<file path="config.mk">
export PLATFORM = sky130hd
export DESIGN_NAME = modbus_rtu_request_framer_flat
export DESIGN_NICKNAME = d
export VERILOG_FILES = /design/src/rtl/core/mrf_pkg.sv /design/src/rtl/core/mrf_req_if.sv /design/src/rtl/core/mrf_byte_if.sv /design/src/rtl/core/mrf_crc_pipe.sv /design/src/rtl/core/modbus_rtu_request_framer.sv /design/src/flat_wrapper.sv
export VERILOG_INCLUDE_DIRS = /design/src /design/src/rtl/core
export SDC_FILE = /design/constraint.sdc
export NUM_CORES = 1
export LEC_CHECK = 0
export BUFFER_PORTS_ARGS = -buffer_cell sky130_fd_sc_hd__buf_2
export CAP_MARGIN = 20
export CORE_MARGIN = 3
export CORE_UTILIZATION = 40
export DETAILED_ROUTE_END_ITERATION = 7
export PLACE_DENSITY_LB_ADDON = 0.25
export SYNTH_ARGS = -nofsm -noshare
export SYNTH_HDL_FRONTEND = slang
export SYNTH_SLANG_ARGS = --single-unit
export TNS_END_PERCENT = 1
</file>
<file path="constraint.sdc">
create_clock -name clk_i -period 12.2 [get_ports clk_i]
set_clock_uncertainty 0.05 [all_clocks]
set_input_delay 0.61 -clock clk_i [delete_from_list [all_inputs] [get_ports clk_i]]
set_output_delay 0.61 -clock clk_i [all_outputs]
set_load 0.005 [all_outputs]
</file>
<file path="src/rtl/core/modbus_rtu_request_framer_defines.svh">
// Assertion macros for the Modbus RTU request framer.
// Standalone header; no dependencies. Bodies drop out when SYNTH is defined.
`ifndef MODBUS_RTU_REQUEST_FRAMER_DEFINES_SVH
`define MODBUS_RTU_REQUEST_FRAMER_DEFINES_SVH

`ifndef SYNTH
// Antecedent implies consequent in the same cycle.
`define MRF_ASSERT_SAME(lbl, clk, rst_n, ante, cons) \
  lbl: assert property (@(posedge clk) disable iff (!rst_n) (ante) |-> (cons)) \
    else $error("framer assertion failed");
// Antecedent implies consequent in the next cycle.
`define MRF_ASSERT_NEXT(lbl, clk, rst_n, ante, cons) \
  lbl: assert property (@(posedge clk) disable iff (!rst_n) (ante) |=> (cons)) \
    else $error("framer assertion failed");
`else
`define MRF_ASSERT_SAME(lbl, clk, rst_n, ante, cons)
`define MRF_ASSERT_NEXT(lbl, clk, rst_n, ante, cons)
`endif

`endif

</file>
<file path="src/rtl/core/mrf_pkg.sv">
// Shared constants, types and the CRC-16 byte update for the request framer.
// No dependencies.
package mrf_pkg;

  localparam int unsigned FRAME_BYTES = 8;
  localparam int unsigned BODY_BYTES  = 6;
  localparam int unsigned BODY_W      = 8 * BODY_BYTES;
  localparam int unsigned FRAME_W     = 8 * FRAME_BYTES;
  localparam int unsigned BEAT_W      = $clog2(FRAME_BYTES);

  localparam logic [BEAT_W-1:0] LAST_BEAT = BEAT_W'(FRAME_BYTES - 1);

  localparam logic [15:0] CRC_INIT = 16'hFFFF;
  localparam logic [15:0] CRC_POLY = 16'hA001;

  localparam logic [7:0] COIL_ON_BYTE  = 8'hFF;
  localparam logic [7:0] COIL_OFF_BYTE = 8'h00;

  localparam logic FUNC_WORD = 1'b0;
  localparam logic FUNC_COIL = 1'b1;

  typedef logic [BODY_W-1:0] body_t;

  typedef struct packed {
    logic        valid;
    body_t       body;
    logic [15:0] crc;
  } frame_t;

  // One byte of reflected CRC-16 (poly 0xA001).
  function automatic logic [15:0] crc_byte(input logic [15:0] crc, input logic [7:0] data);
    logic [15:0] acc;
    acc = crc ^ {8'h00, data};
    for (int b = 0; b < 8; b++) begin
      acc = acc[0] ? ((acc >> 1) ^ CRC_POLY) : (acc >> 1);
    end
    return acc;
  endfunction

endpackage

</file>
<file path="src/rtl/core/mrf_req_if.sv">
// Request channel: valid/ready handshake plus one request per beat.
// No dependencies.
interface mrf_req_if;
  logic        valid;
  logic        ready;
  logic        func;
  logic [7:0]  dev_addr;
  logic [7:0]  fn_code;
  logic [15:0] reg_addr;
  logic [15:0] word_value;
  logic        coil_on;

  modport source (output valid, func, dev_addr, fn_code, reg_addr,
                  word_value, coil_on, input ready);
  modport sink   (input valid, func, dev_addr, fn_code, reg_addr,
                  word_value, coil_on, output ready);
endinterface

</file>
<file path="src/rtl/core/mrf_byte_if.sv">
// Frame byte channel: valid/ready handshake plus one frame byte per beat.
// No dependencies.
interface mrf_byte_if;
  logic       valid;
  logic       ready;
  logic [7:0] frame_byte;
  logic       last;

  modport source (output valid, frame_byte, last, input ready);
  modport sink   (input valid, frame_byte, last, output ready);
endinterface

</file>
<file path="src/rtl/core/mrf_crc_pipe.sv">
// Six-stage CRC pipeline: builds the frame body and folds one body byte per stage.
// Depends on mrf_pkg and mrf_req_if.
module mrf_crc_pipe (
  input  logic            clk_i,
  input  logic            rst_ni,
  mrf_req_if.sink         req_i,
  output mrf_pkg::frame_t frame_o,
  input  logic            frame_ready_i
);
  import mrf_pkg::*;

  localparam int unsigned NSTG = BODY_BYTES;

  logic        vld_q  [NSTG];
  body_t       body_q [NSTG];
  logic [15:0] crc_q  [NSTG];

  logic        advance;
  body_t       body_d;
  logic [7:0]  val_hi;
  logic [7:0]  val_lo;

  // The whole pipe moves together; an empty tail lets it move under stall.
  assign advance     = !vld_q[NSTG-1] || frame_ready_i;
  assign req_i.ready = advance;

  always_comb begin
    if (req_i.func == FUNC_COIL) begin
      val_hi = req_i.coil_on ? COIL_ON_BYTE : COIL_OFF_BYTE;
      val_lo = COIL_OFF_BYTE;
    end else begin
      val_hi = req_i.word_value[15:8];
      val_lo = req_i.word_value[7:0];
    end
    body_d = {req_i.dev_addr, req_i.fn_code, req_i.reg_addr, val_hi, val_lo};
  end

  always_ff @(posedge clk_i or negedge rst_ni) begin
    if (!rst_ni) begin
      for (int s = 0; s < NSTG; s++) vld_q[s] <= 1'b0;
    end else if (advance) begin
      vld_q[0] <= req_i.valid;
      for (int s = 1; s < NSTG; s++) vld_q[s] <= vld_q[s-1];
    end
  end

  // Stage s folds body byte s (slave id sits in the top byte).
  always_ff @(posedge clk_i) begin
    if (advance) begin
      body_q[0] <= body_d;
      crc_q[0]  <= crc_byte(CRC_INIT, req_i.dev_addr);
      for (int s = 1; s < NSTG; s++) begin
        body_q[s] <= body_q[s-1];
        crc_q[s]  <= crc_byte(crc_q[s-1], body_q[s-1][8*(BODY_BYTES-1-s) +: 8]);
      end
    end
  end

  assign frame_o.valid = vld_q[NSTG-1];
  assign frame_o.body  = body_q[NSTG-1];
  assign frame_o.crc   = crc_q[NSTG-1];

endmodule

</file>
<file path="src/rtl/core/modbus_rtu_request_framer.sv">
// Modbus RTU request framer: request in, 8-byte RTU frame out, one byte per beat.
// A request passes through the six CRC stages and then loads the output register, from which
// the first frame byte leaves. Request throughput is set by the byte-wide output channel.
// The CRC pipe keeps taking requests while a frame drains, until a finished frame waits at its tail.
// Reset (rst_ni, async, active low) empties the pipe and the output register.
// Depends on mrf_pkg, mrf_req_if, mrf_byte_if, mrf_crc_pipe and the defines header.
`include "modbus_rtu_request_framer_defines.svh"

module modbus_rtu_request_framer (
  input  logic       clk_i,
  input  logic       rst_ni,
  mrf_req_if.sink    req_i,
  mrf_byte_if.source frame_o
);
  import mrf_pkg::*;

  // Finished frame from the CRC pipe, plus its back-pressure.
  frame_t pipe_frame;
  logic   pipe_ready;
  logic   pipe_vld;

  mrf_crc_pipe u_crc_pipe (
    .clk_i         (clk_i),
    .rst_ni        (rst_ni),
    .req_i         (req_i),
    .frame_o       (pipe_frame),
    .frame_ready_i (pipe_ready)
  );

  assign pipe_vld = pipe_frame.valid;

  // Output register: the whole frame shifts out top byte first.
  logic               out_vld_q, out_vld_d;
  logic [BEAT_W-1:0]  cnt_q, cnt_d;
  logic [BEAT_W-1:0]  cnt_inc;
  logic [FRAME_W-1:0] frame_q, frame_d;
  logic               beat_acc;
  logic               last_acc;
  logic               mid_acc;

  assign beat_acc = out_vld_q && frame_o.ready;
  assign last_acc = beat_acc && (cnt_q == LAST_BEAT);
  assign mid_acc  = beat_acc && (cnt_q != LAST_BEAT);
  assign cnt_inc  = cnt_q + BEAT_W'(1);

  // Free when empty, or when the last beat of the current frame leaves now.
  assign pipe_ready = !out_vld_q || last_acc;

  always_comb begin
    out_vld_d = out_vld_q;
    cnt_d     = cnt_q;
    frame_d   = frame_q;
    if (pipe_ready) begin
      // Load the next frame (or go empty); CRC goes low byte first.
      out_vld_d = pipe_vld;
      cnt_d     = '0;
      frame_d   = {pipe_frame.body, pipe_frame.crc[7:0], pipe_frame.crc[15:8]};
    end else if (mid_acc) begin
      // Advance to the next byte.
      cnt_d   = cnt_inc;
      frame_d = {frame_q[FRAME_W-9:0], 8'h00};
    end
  end

  always_ff @(posedge clk_i or negedge rst_ni) begin
    if (!rst_ni) begin
      out_vld_q <= 1'b0;
      cnt_q     <= '0;
    end else begin
      out_vld_q <= out_vld_d;
      cnt_q     <= cnt_d;
    end
  end

  always_ff @(posedge clk_i) begin
    frame_q <= frame_d;
  end

  assign frame_o.valid      = out_vld_q;
  assign frame_o.frame_byte = frame_q[FRAME_W-1 -: 8];
  assign frame_o.last       = (cnt_q == LAST_BEAT);

  // A mid-frame beat moves to the next byte and keeps the frame going.
  `MRF_ASSERT_NEXT(a_mid_beat_advances, clk_i, rst_ni, mid_acc, out_vld_q && cnt_q == $past(cnt_inc))
  // After the last beat the output valid follows what the pipe offered and the count restarts at zero.
  `MRF_ASSERT_NEXT(a_last_beat_reloads, clk_i, rst_ni, last_acc, out_vld_q == $past(pipe_vld) && ~|cnt_q)
  // A finished frame the output cannot take stays in the pipe.
  `MRF_ASSERT_NEXT(a_pipe_holds_on_stall, clk_i, rst_ni, pipe_vld && !pipe_ready, $stable(pipe_frame))
  // A frame never starts mid-stream: a fresh load always begins at byte zero.
  `MRF_ASSERT_SAME(a_idle_count_zero, clk_i, rst_ni, !out_vld_q, cnt_q == '0)

endmodule
</file>
<file path="src/flat_wrapper.sv">
// flat-port wrapper written by rule: the top's interface ports become plain ports
module modbus_rtu_request_framer_flat import mrf_pkg::*;
  (clk_i, rst_ni, req_i_valid, req_i_func, req_i_dev_addr, req_i_fn_code, req_i_reg_addr, req_i_word_value, req_i_coil_on, req_i_ready, frame_o_valid, frame_o_frame_byte, frame_o_last, frame_o_ready);
  mrf_req_if req_i_i ();
  mrf_byte_if frame_o_i ();
  input  logic clk_i;
  input  logic rst_ni;
  input wire logic [$bits(req_i_i.valid)-1:0] req_i_valid;
  input wire logic [$bits(req_i_i.func)-1:0] req_i_func;
  input wire logic [$bits(req_i_i.dev_addr)-1:0] req_i_dev_addr;
  input wire logic [$bits(req_i_i.fn_code)-1:0] req_i_fn_code;
  input wire logic [$bits(req_i_i.reg_addr)-1:0] req_i_reg_addr;
  input wire logic [$bits(req_i_i.word_value)-1:0] req_i_word_value;
  input wire logic [$bits(req_i_i.coil_on)-1:0] req_i_coil_on;
  output wire logic [$bits(req_i_i.ready)-1:0] req_i_ready;
  output wire logic [$bits(frame_o_i.valid)-1:0] frame_o_valid;
  output wire logic [$bits(frame_o_i.frame_byte)-1:0] frame_o_frame_byte;
  output wire logic [$bits(frame_o_i.last)-1:0] frame_o_last;
  input wire logic [$bits(frame_o_i.ready)-1:0] frame_o_ready;
  assign req_i_i.valid = req_i_valid;
  assign req_i_i.func = req_i_func;
  assign req_i_i.dev_addr = req_i_dev_addr;
  assign req_i_i.fn_code = req_i_fn_code;
  assign req_i_i.reg_addr = req_i_reg_addr;
  assign req_i_i.word_value = req_i_word_value;
  assign req_i_i.coil_on = req_i_coil_on;
  assign req_i_ready = req_i_i.ready;
  assign frame_o_valid = frame_o_i.valid;
  assign frame_o_frame_byte = frame_o_i.frame_byte;
  assign frame_o_last = frame_o_i.last;
  assign frame_o_i.ready = frame_o_ready;
  modbus_rtu_request_framer u_core (.clk_i(clk_i), .rst_ni(rst_ni), .req_i(req_i_i), .frame_o(frame_o_i));
endmodule
</file>
# == Word-level counts from Yosys, hierarchy flattened ==
# Memory sizes are Yosys's and may differ from the RTL's.
# Cells that the tools add are included.
# W data, S select, Z words.
# totals
ff_bits,74
ram_bits,384
in_bits,54
elab_cells,133
mem_count,2
# classes
n_addsub,1
n_eq_ne,2
muxes,57
bitwise_logic,54
n_reduce_logical,8
# mem_list
name,depth,width,rd,rd_clocked_by_memory_dff,wr,line,rtl
u_core.u_crc_pipe.body_q,6,48,6,0,6,mrf_crc_pipe.sv:15,body_t body_q [NSTG];
u_core.u_crc_pipe.crc_q,6,16,6,0,6,mrf_crc_pipe.sv:16,logic [15:0] crc_q [NSTG];
# op_table
op,count
$mux W16,48
$not A2 Y3,48
$mux W64,2
$xor A16 B8 Y16,5
$mux W8,3
$not A8 Y16,1
$mux W3,2
$add A3 B1 Y3 const B,1
$eq A3 B3 Y1 const B,1
$logic_and A1 B1 Y1,3
$ne A3 B3 Y1 const B,1
$logic_not A1 Y1,2
$logic_or A1 B1 Y1,2
$mux W1,2
$reduce_bool A2 Y1,1

# == Longest topological paths before layout ==
# depth
ltp_word,17
depth_mapped,6

# == Modules after synthesis ==
# A second synthesis with hierarchy kept.
# hier_totals
hier_cells,700
area_unflattened_um2,15969.1
# by_module_without_submodules
module,n_inst,cells_each,area_each_um2
mrf_crc_pipe,1,537,12919.9
modbus_rtu_request_framer,1,163,3049.2

# == Least setup slack after synthesis ==
# No wires, ideal clock.
# synth_path
path_kind,reg-to-reg
from,register u_core.cnt_q[0]
to,"memory u_core.u_crc_pipe.body_q[0][0] (netlist bit), enable pin"
setup_time_ps,2842
arrival_time_ps,7535
setup_slack_ps,1774
path_stages_with_launch,6
n_path_buf,1
synth_period_minus_slack_ps,10426
cell_sequence,dfrtp_1 -> ha_1 -> ha_1 -> a21boi_0 -> buf_2 -> nand2_1
# synth_rtl
element,line,rtl
"start, declared",modbus_rtu_request_framer.sv:34,"logic [BEAT_W-1:0] cnt_q, cnt_d;"
"start signal, assigned",modbus_rtu_request_framer.sv:71,cnt_q <= cnt_d;
"end, declared",mrf_crc_pipe.sv:15,

==> metrics.yaml <==
status: "finished, final reports clean"
fillCellCount: 3171
endpoint_kind: "flip-flop"
grt_setup_unrepaired: "no"
post-place-cells: 1264
portBuffers: 64
reg2reg_setup_slack_ns: 8.11
path_clk_slew_ns: 0.06
die_h_um: 204.8
slew_violations: 0
io_pins: 65
diodes: 0
fp.dieArea_mm2: 0.04193
slew_headroom: 0.3425
vias: 5896
htreeDepth: 2
cpPeakStageDelay_ns: 0.79
power.switching_mw: 0.8921
power_leakage_nw: 6.096
fin_setup_tns_ns: 0
drtAntennaViolNets: 0
slowest_stage: "buf_4"
cts.sinks: 452
worstHoldPathType: "primary input to flip-flop"
wl_per_cell_um: 16.23
yosysSeqAreaShare: 0.8557
cap_viol_max_count: 0
cts_root_buf: "clkbuf_16"
whs_ns: 0.1999
drcViolationCount: 0
critPathArrivalTime_ns: 4.20
crit_path_cell_trace: "ha_1, ha_1, a21boi_4, buf_4, nand2_4, buf_4, buf_12"
swShare: 0.2220
required_ns: 12.31
avgSynthCellArea_um2: 22.81
worst_setup_path_start_kind: "flip-flop"
setup_violations: 0
grt_max_degree: 186
final_util: 0.4703
first_global_vias: 6076
gp_congestion: 0.6814
ctsLongestPathBuffers: 3
synth-seq-cells: 452
cts_tree: "yes"
yosys_warnings: 0
postCtsResizedCells: 0
fin_cells: 1349
netlist_area_mm2: 0.01580
vdd_drop_max_mv: 0.1273
clk_latency_ns: 0.54
period_share: 0.3353
fin_crit_ns: 4.091
place_hpwl_um: 13220
grt_overflow: 0
synth_fp_nets: 749
wirelength_um: 21900
track_usage: 0.1053
synth_cell_types: 26
layout.nets: 850
row_count: 72
die_x_um: 204.8
power_frac_clock: 0.341
cp_max_fo: 185
area_delta_synth_final_pct: 15.54
tightest_slew_ns: 0.9862
comb_power_share: 0.126
start_util: 0.4070
p_int_mw: 3.126
clock.fmax_mhz: 244.4
synth_cells: 693
antenna_found_initial: 0
viasPerCell: 4.371
core_mm2: 0.03883
p_seq_frac: 0.532
drt-pass1-iter-count: 4
cts_buffers: 45
hold_violations: 0
drtIter0Drc: 508
grt_pass1_wl_um: 34040
power.density_mw_per_mm2: 220.0
drive_above_1_share: 0.2503
path_class: "flip-flop to flip-flop"
## flip-flops by register name (all words and copies together), names as in the netlist
signal                     flops
u_core.frame_q                64
u_core.u_crc_pipe.vld_q        5
u_core.u_crc_pipe.crc_q       90
u_core.cnt_q                   3
u_core.u_crc_pipe.frame_o      1
u_core.u_crc_pipe.body_q     288
u_core.frame_o.valid           1
## metal layers
metal	up-vias	track usage	wire length [um]
li1	2846	-	-
met1	2920	0.1419	9764
met2	91	0.1700	10780
met3	39	0.02527	906
met4	0	0.03441	450
met5	-	0	0
## worst paths after layout
| kind | endpoint | from | cells past startpoint |
|---|---|---|---|
| hold reg to reg | u_core.u_crc_pipe.body_q[3][4] | u_core.u_crc_pipe.body_q[2][4] | 0 |
| setup reg to reg | u_core.u_crc_pipe.body_q[1][31] | u_core.cnt_q[0] | 7 |
| min in group asynchronous | u_core.cnt_q[0] | rst_ni | 2 |
| setup / recovery | u_core.u_crc_pipe.body_q[1][31] | u_core.cnt_q[0] | 7 |
| max in group asynchronous | u_core.u_crc_pipe.vld_q[3] | rst_ni | 2 |
| hold / removal | u_core.u_crc_pipe.body_q[0][27] | req_i_reg_addr[11] | 1 |
## layout make-up
class	instances	area (um^2)	share of cell area
clock buffers	54	1202	0.06585
clock inverters	30	300.3	0.01645
inverters	11	41.29	0.002261
multi-input cells	214	2165	0.1185
flip-flops and latches	452	13520	0.7406
well taps	518	648.1	0.03549
repair buffers	70	380.4	0.02083
## metrics by stage
stage / total power [mW] / setup slack [ns] / cell area, um^2
3_3_place_gp: 2.684 / 8.167 / 16750
5_1_grt: 4.203 / 7.780 / 18260
2_1_floorplan: 2.657 / 1.774 / 15800
4_1_cts: 4.089 / 8.058 / 18260
6_report: 4.018 / 8.109 / 18260
3_5_place_dp: 2.698 / 8.070 / 16750
## Yosys cell counts (all sizes together)
library cell	count	area (um^2)
a21boi	1	7.510
mux2i	1	10.01
nand2b	1	6.260
ha	2	25.02
xor3	4	97.60
a22oi	2	15.01
dfrtp	10	250.2
o21ai	8	40.04
nand2	3	11.26
inv	11	41.29
clkbuf	3	11.26
buf	13	85.08
xnor3	6	136.4
or2	1	6.260
xnor2	70	665.6
edfxtp	442	13270
mux2	61	686.9
xor2	34	312.8
nor2b	19	118.9
nor2	1	3.750
## power groups by stage
| stage | clock network [mW] | registers, mW | logic [mW] |
|---|---|---|---|
| final | 1.37 | 2.14 | 0.508 |
| after global routing | 1.48 | 2.16 | 0.561 |
| after CTS | 1.42 | 2.14 | 0.526 |
| after detailed placement | 0 | 2.17 | 0.524 |
| after global placement | 0 | 2.17 | 0.517 |
| after floorplan | 0 | 2.24 | 0.415 |
## layout by cell type (no fill, tap or decap), types with 2 or more instances in the layout
master      netlist  final
mux2_2           61     61
inv_6             0      2
clkinv_2          0      7
xnor2_1          66     66
buf_4             8      4
xor2_2            2      2
inv_1            11     11
ha_1              2      2
clkinvlp_4        0      3
nor2b_1          19     19
dfrtp_1          10     10
xnor2_2           2      2
xor2_1           32     32
buf_2             5     64
clkbuf_1          3      7
bufinv_16         0      6
o21ai_0           8      8
xnor2_4           2      2
clkinv_1          0     12
a22oi_1           2      2
xor3_1            2      2
clkbuf_16         0     47
xnor3_1           5      5
edfxtp_1        442    442
xor3_2            2      2
## worst max-delay path: cells and delay by family (launching register included)
family                     cells  cell delay, ns
AOI/OAI and AO/OA              1            0.07
DFF                            1            0.37
adders and majority gates      2            0.42
buffers and inverters          3            1.86
and+or+nand+nor                1            0.61
## cells by family (layout without fill, tap and decap cells)
family          Yosys count  after routing  synth area share
xor+xnor                114            114           0.07672
flops                   452            452            0.8557
compound gates           11             11          0.003959
buf+inv                  27            165          0.008709
simple gates             25             25          0.009263
mux                      62             62           0.04410
fa+ha+maj                 2              2          0.001583
## timing repair
| item | in CTS | in global routing |
|---|---|---|
| setup buffers | 0 | 0 |
| hold buffers | 1 | 0 |
| hold endpoints to repair | 10 | 0 |
Power figures use the tool's default switching activity.
